### src/rtl/fdre_pkg.sv
// Shared types, widths and constants of the fractional divider register encoder.
package fdre_pkg;

  localparam int unsigned A_W       = 10;
  localparam int unsigned FRAC_IN_W = 21;
  localparam int unsigned FRAC_W    = 20;
  localparam int unsigned CH_W      = 2;
  localparam int unsigned BYTE_W    = 8;
  localparam int unsigned FRAC_SH   = 7;
  localparam int unsigned DVD_W     = FRAC_W + FRAC_SH;
  localparam int unsigned P1_W      = 18;
  localparam int unsigned DIV_STEPS = DVD_W;
  localparam int unsigned DIV_CNT_W = $clog2(DIV_STEPS);
  localparam int unsigned WORDS     = 9;
  localparam int unsigned IDX_W     = $clog2(WORDS);

  localparam logic [BYTE_W-1:0] PLL_A_BASE     = 8'd26;
  localparam logic [BYTE_W-1:0] PLL_B_BASE     = 8'd34;
  localparam logic [BYTE_W-1:0] MS0_BASE       = 8'd42;
  localparam logic [BYTE_W-1:0] PLL_RESET_REG  = 8'd177;
  localparam logic [BYTE_W-1:0] PLL_RESET_DATA = 8'hA0;
  localparam logic [BYTE_W-1:0] CLK_CTRL_REG   = 8'd16;
  localparam logic [BYTE_W-1:0] CLK_CTRL_BASE  = 8'h0F;
  localparam logic [BYTE_W-1:0] CLK_CTRL_PLLB  = 8'h20;
  localparam logic [BYTE_W-1:0] CLK_CTRL_INT   = 8'h40;
  localparam logic [P1_W-1:0]   P1_OFFSET      = 18'd512;

  localparam logic [A_W-1:0] PLL_A_MIN = 10'd15;
  localparam logic [A_W-1:0] PLL_A_MAX = 10'd90;
  localparam logic [A_W-1:0] MS_A_MIN  = 10'd4;
  localparam logic [A_W-1:0] MS_A_MAX  = 10'd900;
  localparam logic [CH_W-1:0] CH_BAD   = 2'd3;

  localparam logic CMD_PLL = 1'b0;
  localparam logic CMD_MS  = 1'b1;
  localparam logic STATUS_OK  = 1'b0;
  localparam logic STATUS_ERR = 1'b1;

  localparam logic [IDX_W-1:0] IDX_P3_HI  = 4'd0;
  localparam logic [IDX_W-1:0] IDX_P3_LO  = 4'd1;
  localparam logic [IDX_W-1:0] IDX_P1_TOP = 4'd2;
  localparam logic [IDX_W-1:0] IDX_P1_MID = 4'd3;
  localparam logic [IDX_W-1:0] IDX_P1_LO  = 4'd4;
  localparam logic [IDX_W-1:0] IDX_MIXED  = 4'd5;
  localparam logic [IDX_W-1:0] IDX_P2_MID = 4'd6;
  localparam logic [IDX_W-1:0] IDX_P2_LO  = 4'd7;
  localparam logic [IDX_W-1:0] IDX_FINAL  = 4'd8;

  typedef enum logic [1:0] {
    ST_IDLE,
    ST_ERR,
    ST_DIV,
    ST_EMIT
  } fdre_state_t;

  typedef struct packed {
    logic              start;
    logic [DVD_W-1:0]  dividend;
    logic [FRAC_W-1:0] divisor;
  } fdre_div_req_t;

  typedef struct packed {
    logic              done;
    logic [DVD_W-1:0]  quotient;
    logic [FRAC_W-1:0] remainder;
  } fdre_div_rsp_t;

endpackage

### src/rtl/fdre_in_if.sv
// Request channel: valid, ready and the divider set-up request word.
interface fdre_in_if;
  logic                           valid;
  logic                           ready;
  logic                           command;
  logic                           pll_select;
  logic [fdre_pkg::CH_W-1:0]      output_channel;
  logic [fdre_pkg::A_W-1:0]       integer_part;
  logic [fdre_pkg::FRAC_IN_W-1:0] numerator;
  logic [fdre_pkg::FRAC_IN_W-1:0] denominator;

  modport source (
    output valid, command, pll_select, output_channel, integer_part, numerator, denominator,
    input  ready
  );
  modport sink (
    input  valid, command, pll_select, output_channel, integer_part, numerator, denominator,
    output ready
  );
endinterface

### src/rtl/fdre_out_if.sv
// Result channel: valid, ready and one register write word.
interface fdre_out_if;
  logic                        valid;
  logic                        ready;
  logic [fdre_pkg::BYTE_W-1:0] reg_address;
  logic [fdre_pkg::BYTE_W-1:0] reg_data;
  logic                        status;
  logic                        last;

  modport source (
    output valid, reg_address, reg_data, status, last,
    input  ready
  );
  modport sink (
    input  valid, reg_address, reg_data, status, last,
    output ready
  );
endinterface

### src/rtl/fdre_divider.sv
// Restoring divider, one quotient bit per cycle.
module fdre_divider (
  input  logic                    clk,
  input  logic                    rst_n,
  input  fdre_pkg::fdre_div_req_t req,
  output fdre_pkg::fdre_div_rsp_t rsp
);
  import fdre_pkg::*;

  logic                 busy_r, busy_nxt;
  logic                 done_r, done_nxt;
  logic [DIV_CNT_W-1:0] cnt_r, cnt_nxt;
  logic [DVD_W-1:0]     dvd_r, dvd_nxt;
  logic [FRAC_W-1:0]    rem_r, rem_nxt;
  logic [FRAC_W-1:0]    dsr_r, dsr_nxt;
  logic [FRAC_W+1:0]    trial;

  always_comb begin
    busy_nxt = busy_r;
    done_nxt = 1'b0;
    cnt_nxt  = cnt_r;
    dvd_nxt  = dvd_r;
    rem_nxt  = rem_r;
    dsr_nxt  = dsr_r;
    trial    = {1'b0, rem_r, dvd_r[DVD_W-1]} - {2'b00, dsr_r};
    if (req.start) begin
      busy_nxt = 1'b1;
      cnt_nxt  = '0;
      dvd_nxt  = req.dividend;
      rem_nxt  = '0;
      dsr_nxt  = req.divisor;
    end else if (busy_r) begin
      if (trial[FRAC_W+1]) begin
        rem_nxt = {rem_r[FRAC_W-2:0], dvd_r[DVD_W-1]};
        dvd_nxt = {dvd_r[DVD_W-2:0], 1'b0};
      end else begin
        rem_nxt = trial[FRAC_W-1:0];
        dvd_nxt = {dvd_r[DVD_W-2:0], 1'b1};
      end
      cnt_nxt = cnt_r + 1'b1;
      if (cnt_r == DIV_CNT_W'(DIV_STEPS - 1)) begin
        busy_nxt = 1'b0;
        done_nxt = 1'b1;
      end
    end
  end

  always_ff @(posedge clk) begin
    if (!rst_n) begin
      busy_r <= 1'b0;
      done_r <= 1'b0;
      cnt_r  <= '0;
    end else begin
      busy_r <= busy_nxt;
      done_r <= done_nxt;
      cnt_r  <= cnt_nxt;
    end
    dvd_r <= dvd_nxt;
    rem_r <= rem_nxt;
    dsr_r <= dsr_nxt;
  end

  assign rsp.done      = done_r;
  assign rsp.quotient  = dvd_r;
  assign rsp.remainder = rem_r;

endmodule

### src/rtl/fractional_divider_register_encoder.sv
// Top level: checks a divider set-up request and emits its register write words.
//
//   port    | dir | carries
//   --------+-----+-------------------------------------------------------
//   in_ch   | in  | request: command, pll, channel, a, b, c
//   out_ch  | out | write word: reg_address, reg_data, status, last
//
// A valid request is accepted, then the serial divider forms floor(128*b/c) and
// its remainder, the result is handed over, then nine words follow, one a cycle
// while out_ch is ready. A rejected request passes through ST_ERR and gives one
// error word once out_ch is free. in_ch is ready only in idle; a stalled
// output holds the sequencer. Reset clears both PLL ready flags.
module fractional_divider_register_encoder (
  input  logic       clk,
  input  logic       rst_n,
  fdre_in_if.sink    in_ch,
  fdre_out_if.source out_ch
);
  import fdre_pkg::*;

  fdre_state_t       state_r, state_nxt;
  logic [IDX_W-1:0]  idx_r, idx_nxt;
  logic              pll_a_ready_r, pll_a_ready_nxt;
  logic              pll_b_ready_r, pll_b_ready_nxt;
  logic              cmd_r, cmd_nxt;
  logic              pll_r, pll_nxt;
  logic [CH_W-1:0]   ch_r, ch_nxt;
  logic [A_W-1:0]    a_r, a_nxt;
  logic              b_zero_r, b_zero_nxt;
  logic [FRAC_W-1:0] c_r, c_nxt;
  logic              out_valid_r, out_valid_nxt;
  logic [BYTE_W-1:0] out_addr_r, out_addr_nxt;
  logic [BYTE_W-1:0] out_data_r, out_data_nxt;
  logic              out_status_r, out_status_nxt;
  logic              out_last_r, out_last_nxt;

  fdre_div_req_t     div_req;
  fdre_div_rsp_t     div_rsp;

  logic              accept;
  logic              out_free;
  logic              req_ok;
  logic              frac_ok;
  logic              src_ready;
  logic [P1_W-1:0]   p1;
  logic [FRAC_W-1:0] p2;
  logic [BYTE_W-1:0] base;
  logic [BYTE_W-1:0] word_addr;
  logic [BYTE_W-1:0] word_data;
  logic              word_last;

  fdre_divider u_div (
    .clk   (clk),
    .rst_n (rst_n),
    .req   (div_req),
    .rsp   (div_rsp)
  );

  assign accept   = in_ch.valid && in_ch.ready;
  assign out_free = !out_valid_r || out_ch.ready;

  always_comb begin
    frac_ok   = (in_ch.denominator != '0) && !in_ch.denominator[FRAC_IN_W-1] &&
                !in_ch.numerator[FRAC_IN_W-1];
    src_ready = in_ch.pll_select ? pll_b_ready_r : pll_a_ready_r;
    if (in_ch.command == CMD_PLL) begin
      req_ok = frac_ok && (in_ch.integer_part >= PLL_A_MIN) &&
               (in_ch.integer_part <= PLL_A_MAX);
    end else begin
      req_ok = frac_ok && (in_ch.output_channel != CH_BAD) &&
               (in_ch.integer_part >= MS_A_MIN) && (in_ch.integer_part <= MS_A_MAX) &&
               src_ready;
    end
  end

  always_comb begin
    p1 = {{(P1_W-A_W-FRAC_SH){1'b0}}, a_r, {FRAC_SH{1'b0}}} +
         div_rsp.quotient[P1_W-1:0] - P1_OFFSET;
    p2 = div_rsp.remainder;
    if (cmd_r == CMD_PLL) begin
      base = pll_r ? PLL_B_BASE : PLL_A_BASE;
    end else begin
      base = MS0_BASE + {3'b000, ch_r, 3'b000};
    end
    word_addr = base + {{(BYTE_W-IDX_W){1'b0}}, idx_r};
    word_last = 1'b0;
    unique case (idx_r)
      IDX_P3_HI:  word_data = c_r[15:8];
      IDX_P3_LO:  word_data = c_r[7:0];
      IDX_P1_TOP: word_data = {6'b000000, p1[17:16]};
      IDX_P1_MID: word_data = p1[15:8];
      IDX_P1_LO:  word_data = p1[7:0];
      IDX_MIXED:  word_data = {c_r[19:16], p2[19:16]};
      IDX_P2_MID: word_data = p2[15:8];
      IDX_P2_LO:  word_data = p2[7:0];
      IDX_FINAL: begin
        word_last = 1'b1;
        if (cmd_r == CMD_PLL) begin
          word_addr = PLL_RESET_REG;
          word_data = PLL_RESET_DATA;
        end else begin
          word_addr = CLK_CTRL_REG + {{(BYTE_W-CH_W){1'b0}}, ch_r};
          word_data = CLK_CTRL_BASE | (pll_r ? CLK_CTRL_PLLB : '0) |
                      (b_zero_r ? CLK_CTRL_INT : '0);
        end
      end
      default: word_data = '0;
    endcase
  end

  always_comb begin
    state_nxt       = state_r;
    idx_nxt         = idx_r;
    pll_a_ready_nxt = pll_a_ready_r;
    pll_b_ready_nxt = pll_b_ready_r;
    cmd_nxt         = cmd_r;
    pll_nxt         = pll_r;
    ch_nxt          = ch_r;
    a_nxt           = a_r;
    b_zero_nxt      = b_zero_r;
    c_nxt           = c_r;
    out_valid_nxt   = out_valid_r && !out_ch.ready;
    out_addr_nxt    = out_addr_r;
    out_data_nxt    = out_data_r;
    out_status_nxt  = out_status_r;
    out_last_nxt    = out_last_r;
    div_req.start    = 1'b0;
    div_req.dividend = {in_ch.numerator[FRAC_W-1:0], {FRAC_SH{1'b0}}};
    div_req.divisor  = in_ch.denominator[FRAC_W-1:0];
    in_ch.ready      = (state_r == ST_IDLE);

    unique case (state_r)
      ST_IDLE: begin
        if (accept) begin
          cmd_nxt    = in_ch.command;
          pll_nxt    = in_ch.pll_select;
          ch_nxt     = in_ch.output_channel;
          a_nxt      = in_ch.integer_part;
          b_zero_nxt = (in_ch.numerator == '0);
          c_nxt      = in_ch.denominator[FRAC_W-1:0];
          if (req_ok) begin
            div_req.start = 1'b1;
            state_nxt     = ST_DIV;
            if (in_ch.command == CMD_PLL) begin
              if (in_ch.pll_select) begin
                pll_b_ready_nxt = 1'b1;
              end else begin
                pll_a_ready_nxt = 1'b1;
              end
            end
          end else begin
            state_nxt = ST_ERR;
          end
        end
      end
      ST_ERR: begin
        if (out_free) begin
          out_valid_nxt  = 1'b1;
          out_addr_nxt   = '0;
          out_data_nxt   = '0;
          out_status_nxt = STATUS_ERR;
          out_last_nxt   = 1'b1;
          state_nxt      = ST_IDLE;
        end
      end
      ST_DIV: begin
        if (div_rsp.done) begin
          idx_nxt   = IDX_P3_HI;
          state_nxt = ST_EMIT;
        end
      end
      ST_EMIT: begin
        if (out_free) begin
          out_valid_nxt  = 1'b1;
          out_addr_nxt   = word_addr;
          out_data_nxt   = word_data;
          out_status_nxt = STATUS_OK;
          out_last_nxt   = word_last;
          idx_nxt        = idx_r + 1'b1;
          if (word_last) begin
            state_nxt = ST_IDLE;
          end
        end
      end
      default: state_nxt = ST_IDLE;
    endcase
  end

  always_ff @(posedge clk) begin
    if (!rst_n) begin
      state_r       <= ST_IDLE;
      idx_r         <= '0;
      pll_a_ready_r <= 1'b0;
      pll_b_ready_r <= 1'b0;
      out_valid_r   <= 1'b0;
    end else begin
      state_r       <= state_nxt;
      idx_r         <= idx_nxt;
      pll_a_ready_r <= pll_a_ready_nxt;
      pll_b_ready_r <= pll_b_ready_nxt;
      out_valid_r   <= out_valid_nxt;
    end
    cmd_r        <= cmd_nxt;
    pll_r        <= pll_nxt;
    ch_r         <= ch_nxt;
    a_r          <= a_nxt;
    b_zero_r     <= b_zero_nxt;
    c_r          <= c_nxt;
    out_addr_r   <= out_addr_nxt;
    out_data_r   <= out_data_nxt;
    out_status_r <= out_status_nxt;
    out_last_r   <= out_last_nxt;
  end

  assign out_ch.valid       = out_valid_r;
  assign out_ch.reg_address = out_addr_r;
  assign out_ch.reg_data    = out_data_r;
  assign out_ch.status      = out_status_r;
  assign out_ch.last        = out_last_r;

endmodule

### src/flat_wrapper.sv
// flat-port wrapper written by rule: the top's interface ports become plain ports
module fractional_divider_register_encoder_flat import fdre_pkg::*;
  (clk, rst_n, in_ch_valid, in_ch_command, in_ch_pll_select, in_ch_output_channel, in_ch_integer_part, in_ch_numerator, in_ch_denominator, in_ch_ready, out_ch_valid, out_ch_reg_address, out_ch_reg_data, out_ch_status, out_ch_last, out_ch_ready);
  fdre_in_if in_ch_i ();
  fdre_out_if out_ch_i ();
  input  logic clk;
  input  logic rst_n;
  input wire logic [$bits(in_ch_i.valid)-1:0] in_ch_valid;
  input wire logic [$bits(in_ch_i.command)-1:0] in_ch_command;
  input wire logic [$bits(in_ch_i.pll_select)-1:0] in_ch_pll_select;
  input wire logic [$bits(in_ch_i.output_channel)-1:0] in_ch_output_channel;
  input wire logic [$bits(in_ch_i.integer_part)-1:0] in_ch_integer_part;
  input wire logic [$bits(in_ch_i.numerator)-1:0] in_ch_numerator;
  input wire logic [$bits(in_ch_i.denominator)-1:0] in_ch_denominator;
  output wire logic [$bits(in_ch_i.ready)-1:0] in_ch_ready;
  output wire logic [$bits(out_ch_i.valid)-1:0] out_ch_valid;
  output wire logic [$bits(out_ch_i.reg_address)-1:0] out_ch_reg_address;
  output wire logic [$bits(out_ch_i.reg_data)-1:0] out_ch_reg_data;
  output wire logic [$bits(out_ch_i.status)-1:0] out_ch_status;
  output wire logic [$bits(out_ch_i.last)-1:0] out_ch_last;
  input wire logic [$bits(out_ch_i.ready)-1:0] out_ch_ready;
  assign in_ch_i.valid = in_ch_valid;
  assign in_ch_i.command = in_ch_command;
  assign in_ch_i.pll_select = in_ch_pll_select;
  assign in_ch_i.output_channel = in_ch_output_channel;
  assign in_ch_i.integer_part = in_ch_integer_part;
  assign in_ch_i.numerator = in_ch_numerator;
  assign in_ch_i.denominator = in_ch_denominator;
  assign in_ch_ready = in_ch_i.ready;
  assign out_ch_valid = out_ch_i.valid;
  assign out_ch_reg_address = out_ch_i.reg_address;
  assign out_ch_reg_data = out_ch_i.reg_data;
  assign out_ch_status = out_ch_i.status;
  assign out_ch_last = out_ch_i.last;
  assign out_ch_i.ready = out_ch_ready;
  fractional_divider_register_encoder u_core (.clk(clk), .rst_n(rst_n), .in_ch(in_ch_i), .out_ch(out_ch_i));
endmodule
### config.mk
export PLATFORM = sky130hd
export DESIGN_NAME = fractional_divider_register_encoder_flat
export DESIGN_NICKNAME = d
export VERILOG_FILES = /design/src/rtl/fdre_pkg.sv /design/src/rtl/fdre_in_if.sv /design/src/rtl/fdre_out_if.sv /design/src/rtl/fdre_divider.sv /design/src/rtl/fractional_divider_register_encoder.sv /design/src/flat_wrapper.sv
export SDC_FILE = /design/constraint.sdc
export NUM_CORES = 1
export LEC_CHECK = 0
export BUFFER_PORTS_ARGS = -buffer_cell sky130_fd_sc_hd__buf_2
export CAP_MARGIN = 10
export CORE_MARGIN = 5
export CORE_UTILIZATION = 55
export DETAILED_ROUTE_END_ITERATION = 16
export PLACE_DENSITY = 0.73
export SLEW_MARGIN = 20
export SYNTH_ARGS = -nofsm -noshare
export SYNTH_HDL_FRONTEND = slang
export SYNTH_SLANG_ARGS = --single-unit
### constraint.sdc
create_clock -name clk -period 3.75 [get_ports clk]
set_input_delay 0.5625 -clock clk [delete_from_list [all_inputs] [get_ports clk]]
set_output_delay 0.5625 -clock clk [all_outputs]
set_load 0.005 [all_outputs]
======== After elaboration in Yosys (flattened, before gate mapping) ========
Index checks and enable logic that the tools add are counted.
cells by class
  add/subtract/negate cells ............... 8
  order comparisons ....................... 4
  eq/ne operators ......................... 18
  multiplexer cells ....................... 44
  bitwise gates (word level) .............. 5
  reductions and logical operators ........ 31
operators with widths
  operator                number
  $pmux 8 s9              1
  $mux 8                  7
  $mux 27                 2
  $pmux 8 s2              2
  $sub 21x20->22          1
  $logic_not 21->1        1
  $reduce_bool 21->1      1
  $mux 20                 1
  $add 17x18->18          1
  $sub 18x10->18 const B  1
  $eq 4x3->1 const B      4
  $mux 1                  16
  $reduce_and 5->1        3
  $mux 2                  6
  $mux 6                  2
  $ge 10x3->1 const B     1
  $ge 10x4->1 const B     1
  $le 10x10->1 const B    1
  $le 10x7->1 const B     1
  $logic_and 1x1->1       10
  $add 8x4->8             1
  $eq 4x2->1 const B      2
  $mux 4                  2
  $or 8x8->8              1
  25 further kinds        41
storage, ports and cells
  flip-flop bits (word level) ............. 136
  bits of input ports ..................... 60
  output and inout bits ................... 20

======== Depth between registers and ports, before layout ========
  depth in word-level cells ............... 12
  mapped depth ............................ 12

======== Modules after synthesis ========
A second synthesis with hierarchy kept.
second synthesis, totals
  cells, all modules ...................... 705
  area total of the unflattened synthesis .. 7643.6 µm²
by module, submodules not included
  module                               instances  cells each  area an instance (µm²)
  fdre_divider                         1          362         4045.1
  fractional_divider_register_encoder  1          343         3598.5

======== Worst setup path before layout ========
OpenSTA, ideal clock, no wires.
  kind .................................... register to register
  start ................................... register u_core.u_div.dvd_r[8]
  end ..................................... register u_core.out_data_r[6], in the netlist u_core.out_ch.reg_data[6] (data pin)
  arrival ................................. 2388 ps
  setup slack ............................. 1101 ps
  stages on the path, launching flop included .. 12
  buffers on the path ..................... 0
  clock period less this slack ............ 2649 ps
  path through ............................ edfxtp_1 ha_1 ha_1 fa_1 a21o_1 a21oi_1 nor2b_1 o21ai_0 nor2b_1 xnor2_1 a221oi_1 nor2_1
between the ends
  word-level cells in the longest chain between the ends .. 5
RTL lines
  what                    line                                        RTL
  start, declared         fdre_divider.sv:13                          logic [DVD_W-1:0] dvd_r, dvd_nxt;
  start signal, assigned  fdre_divider.sv:58                          dvd_r <= dvd_nxt;
  $add 17x18->18          fractional_divider_register_encoder.sv:77   p1 = {{(P1_W-A_W-FRAC_SH){1'b0}}, a_r, {FRAC_SH{1'b0}}} +
  $sub 18x10->18          fractional_divider_register_encoder.sv:78   div_rsp.quotient[P1_W-1:0] - P1_OFFSET;
  $pmux 8 s9              fractional_divider_register_encoder.sv:87   unique case (idx_r)
  $mux 8                  fractional_divider_register_encoder.sv:173  if (out_free) begin
  $pmux 8 s2              fractional_divider_register_encoder.sv:132  unique case (state_r)
  end signal, assigned    fractional_divider_register_encoder.sv:210  out_data_r <= out_data_nxt;
  end, declared           fractional_divider_register_encoder.sv:33   logic [BYTE_W-1:0] out_data_r, out_data_nxt;
Every way passes these cells. The select of a mux whose other input is x is not followed.
A chain may end at the register's enable or synchronous reset.

======== Worst setup path after layout ========
  start ................................... register u_core.u_div.dsr_r[1]
  end ..................................... register u_core.u_div.rem_r[12]
between the ends
  word-level cells in the longest chain between the ends .. 2
RTL lines
  what                    line                RTL
  start, declared         fdre_divider.sv:15  logic [FRAC_W-1:0] dsr_r, dsr_nxt;
  start signal, assigned  fdre_divider.sv:60  dsr_r <= dsr_nxt;
  $sub 21x20->22          fdre_divider.sv:25  trial = {1'b0, rem_r, dvd_r[DVD_W-1]} - {2'b00, dsr_r};
  $mux 20                 fdre_divider.sv:33  if (trial[FRAC_W+1]) begin
  end signal, assigned    fdre_divider.sv:59  rem_r <= rem_nxt;
  end, declared           fdre_divider.sv:14  logic [FRAC_W-1:0] rem_r, rem_nxt;
Every way passes these cells.

==> summary.txt <==
r2r setup slk: 0.62 ns
vias in the first global route: 5701
RSZ-0062 raised after global routing: false
number of synthesized flops with an enable pin: 93
die footprint: 0.0161 mm2
cell area after synthesis: 0.00750 mm2
pwr/cell area: 609 mW/mm2
post-placement cell count: 969
wire per inst: 18.6 um
VDD IR-drop max: 407 uV
final hold slack: 0.334 ns
worst hold path cell count: 1
Min-Delay Endpoint: u_core.ch_r[1]
DRC: 0
core area: 0.0133 mm2
Routability Congestion: 0.924
r2r endpoint: u_core.u_div.rem_r[12]
CP peak stage delay: 0.69 ns
Final Util: 64.9%
min cycle time layout: 3.13 ns
drt via density: 6.00
Sink Count: 136
Port Buf Inserts: 79
CP max-delay cell: a2111oi_4
Critical Path AT: 3.42 ns
Final Cell Area: 0.00863 mm2
dominant synthesized flop cell: edfxtp_1
H-tree levels: 4
setup tns final: 0 ns
Clock Tree Buf Depth: 2
Area Overhead vs Synth: 15.0%
worst path cell trace: inv_1 -> ha_1 -> nor2b_1 -> o31ai_1 -> a211o_1 -> a311oi_2 -> a2111oi_4 -> buf_12 -> or2b_1 -> o211ai_1 -> a21oi_1
initial core utilization: 56.4%
drt first pass iters: 5
crit-path max FO: 27
crit end category: register
share of cells above drive strength 1: 15.6%
clock slew at reported path FFs: 0.06 ns
DR vias: 6006
Synthesized Nets: 852
share of flip-flops with an asynchronous set or reset: 0%
sequential area share after synthesis: 48.7%
Max Cap Viol: 0
HPWL after detailed placement: 13500 um
gr usage total: 23.3%
Hold Fails Final Rpt: 0
reg2reg path depth: 11
YS warnings: 0
min-delay worst type: input pin to register
drt total wl: 18600 um
GR Overflow Total: 0
Antenna diodes: 0
clock skew: 0.00613 ns
drt first-iter violations: 542
first-pass GRT wire length: 29400 um
FILL cells: 1064
Setup Viol. Count Final: 0
CP delay by family, top: compound AO/OA/AOI/OAI gates
total CTS buffers: 17
Clock Tree Root: clkbuf_16
Final #Nets: 922
Non-Filler Instances: 1001
Slew Limit Fails: 0
CP required: 4.04 ns
Post-Place Worst Slack: 0.542 ns
Post-CTS Hold Buffers: 0
initial antenna violation count: 0
FMAX: 320 MHz
Worst-Skew Late Latency: 0.42 ns
largest net degree at the start of global routing: 64
number of buffers and inverters on the critical path: 2
Syn Inst Count: 742
Final ANT Viol Nets: 0
Synth Register Bits: 136
Setup Fix Bufs, Post-CTS: 0
num ports: 80
worst r2r src: u_core.u_div.dsr_r[1]
post-synthesis average cell area: 10.1 um2
placed cell areas: 0.00803 mm2
Worst-Margin Slew: 0.793 ns
Critical Path Source Type: register
cts repair resizes: 0
Final WS setup: 0.622 ns
Std-Cell Rows: 42
DIE WIDTH: 127 um
die extent in y: 127 um
outcome: finished clean
Tot Pwr: 5.26 mW
WS Path Type: register to register
CTS tree: yes
hold path startpoint: in_ch_output_channel[1]
Leak Pwr: 3.50 nW
Synth cell types: 66
Slew headroom: 47.0%
part of the cycle the worst path needs: 83.4%
[worst max-delay path by stage]
stage | startpoint | end | cells after the start
after floorplan | u_core.u_div.dvd_r[8] | u_core.out_ch.reg_data[6] | 11
after global placement | in_ch_integer_part[9] | u_core.u_div.dvd_r[20] | 8
after detailed placement | in_ch_integer_part[9] | u_core.u_div.dvd_r[21] | 8
after CTS | u_core.u_div.dsr_r[1] | u_core.u_div.rem_r[12] | 11
after global routing | u_core.u_div.dsr_r[1] | u_core.u_div.rem_r[12] | 11
final | u_core.u_div.dsr_r[1] | u_core.u_div.rem_r[12] | 11
[metal layers]
layer,track usage (%),up-vias,part of all wire [%]
li1,-,2852,-
met1,31.3,2854,43
met2,36.9,257,47
met3,5.13,43,7.5
met4,9.15,0,3.0
met5,0,-,0
[report_power, final]
| part | switching, mW | internal [mW] | leakage (nW) |
|---|---|---|---|
| combinational | 0.862 | 0.686 | 1.99 |
| sequential | 0.222 | 1.80 | 1.22 |
| clock | 0.642 | 1.05 | 0.288 |
| total | 1.73 | 3.53 | 3.50 |
[Yosys cell counts, drive strengths merged, types with 15 or more instances]
cell / n / area [um2]
edfxtp: 93 / 2790
o21ai: 36 / 180
nand2: 66 / 253
inv: 64 / 240
clkbuf: 28 / 105
xnor2: 24 / 210
a21oi: 39 / 214
ha: 48 / 601
mux2i: 15 / 150
a211oi: 17 / 138
dfxtp: 43 / 861
nor2: 73 / 274
[logic make-up (layout without fill, tap and decap cells)]
logic type | Yosys count | in the layout | synth area share [%]
DFF | 136 | 136 | 48.7
AOI/OAI and AO/OA | 188 | 188 | 17.7
buffers and inverters | 99 | 182 | 5.27
and+or+nand+nor | 221 | 221 | 13.9
muxes | 17 | 17 | 2.30
xor gates and xnor gates | 31 | 31 | 3.62
adders and majority gates | 50 | 50 | 8.54
[cell usage in the layout, fill, tap and decap left out, types with 17 or more instances in the layout]
master / count
buf_2: 79
ha_1: 48
clkbuf_16: 17
dfxtp_1: 42
xnor2_1: 24
o21ai_0: 36
edfxtp_1: 93
nor2_1: 73
inv_1: 64
a21oi_1: 36
nand2_1: 64
[state kept, by name (all words and copies together), names as in the netlist, 5 cells and up]
register,cells
u_core.a_r,10
u_core.u_div.dsr_r,20
u_core.c_r,20
u_core.u_div.rem_r,20
u_core.u_div.cnt_r,5
u_core.out_ch.reg_data,8
u_core.u_div.dvd_r,27
u_core.out_ch.reg_address,8
[cell type report]
type	count	area [um2]	area share, %
clock inverter	15	174	2.02
sequential	136	3650	42.3
multi-input combinational	507	3460	40.1
inverter	66	248	2.87
tap	176	220	2.55
clock buffer	17	425	4.93
timing repair buffer	84	445	5.16
(Power assumes the default switching activity.)
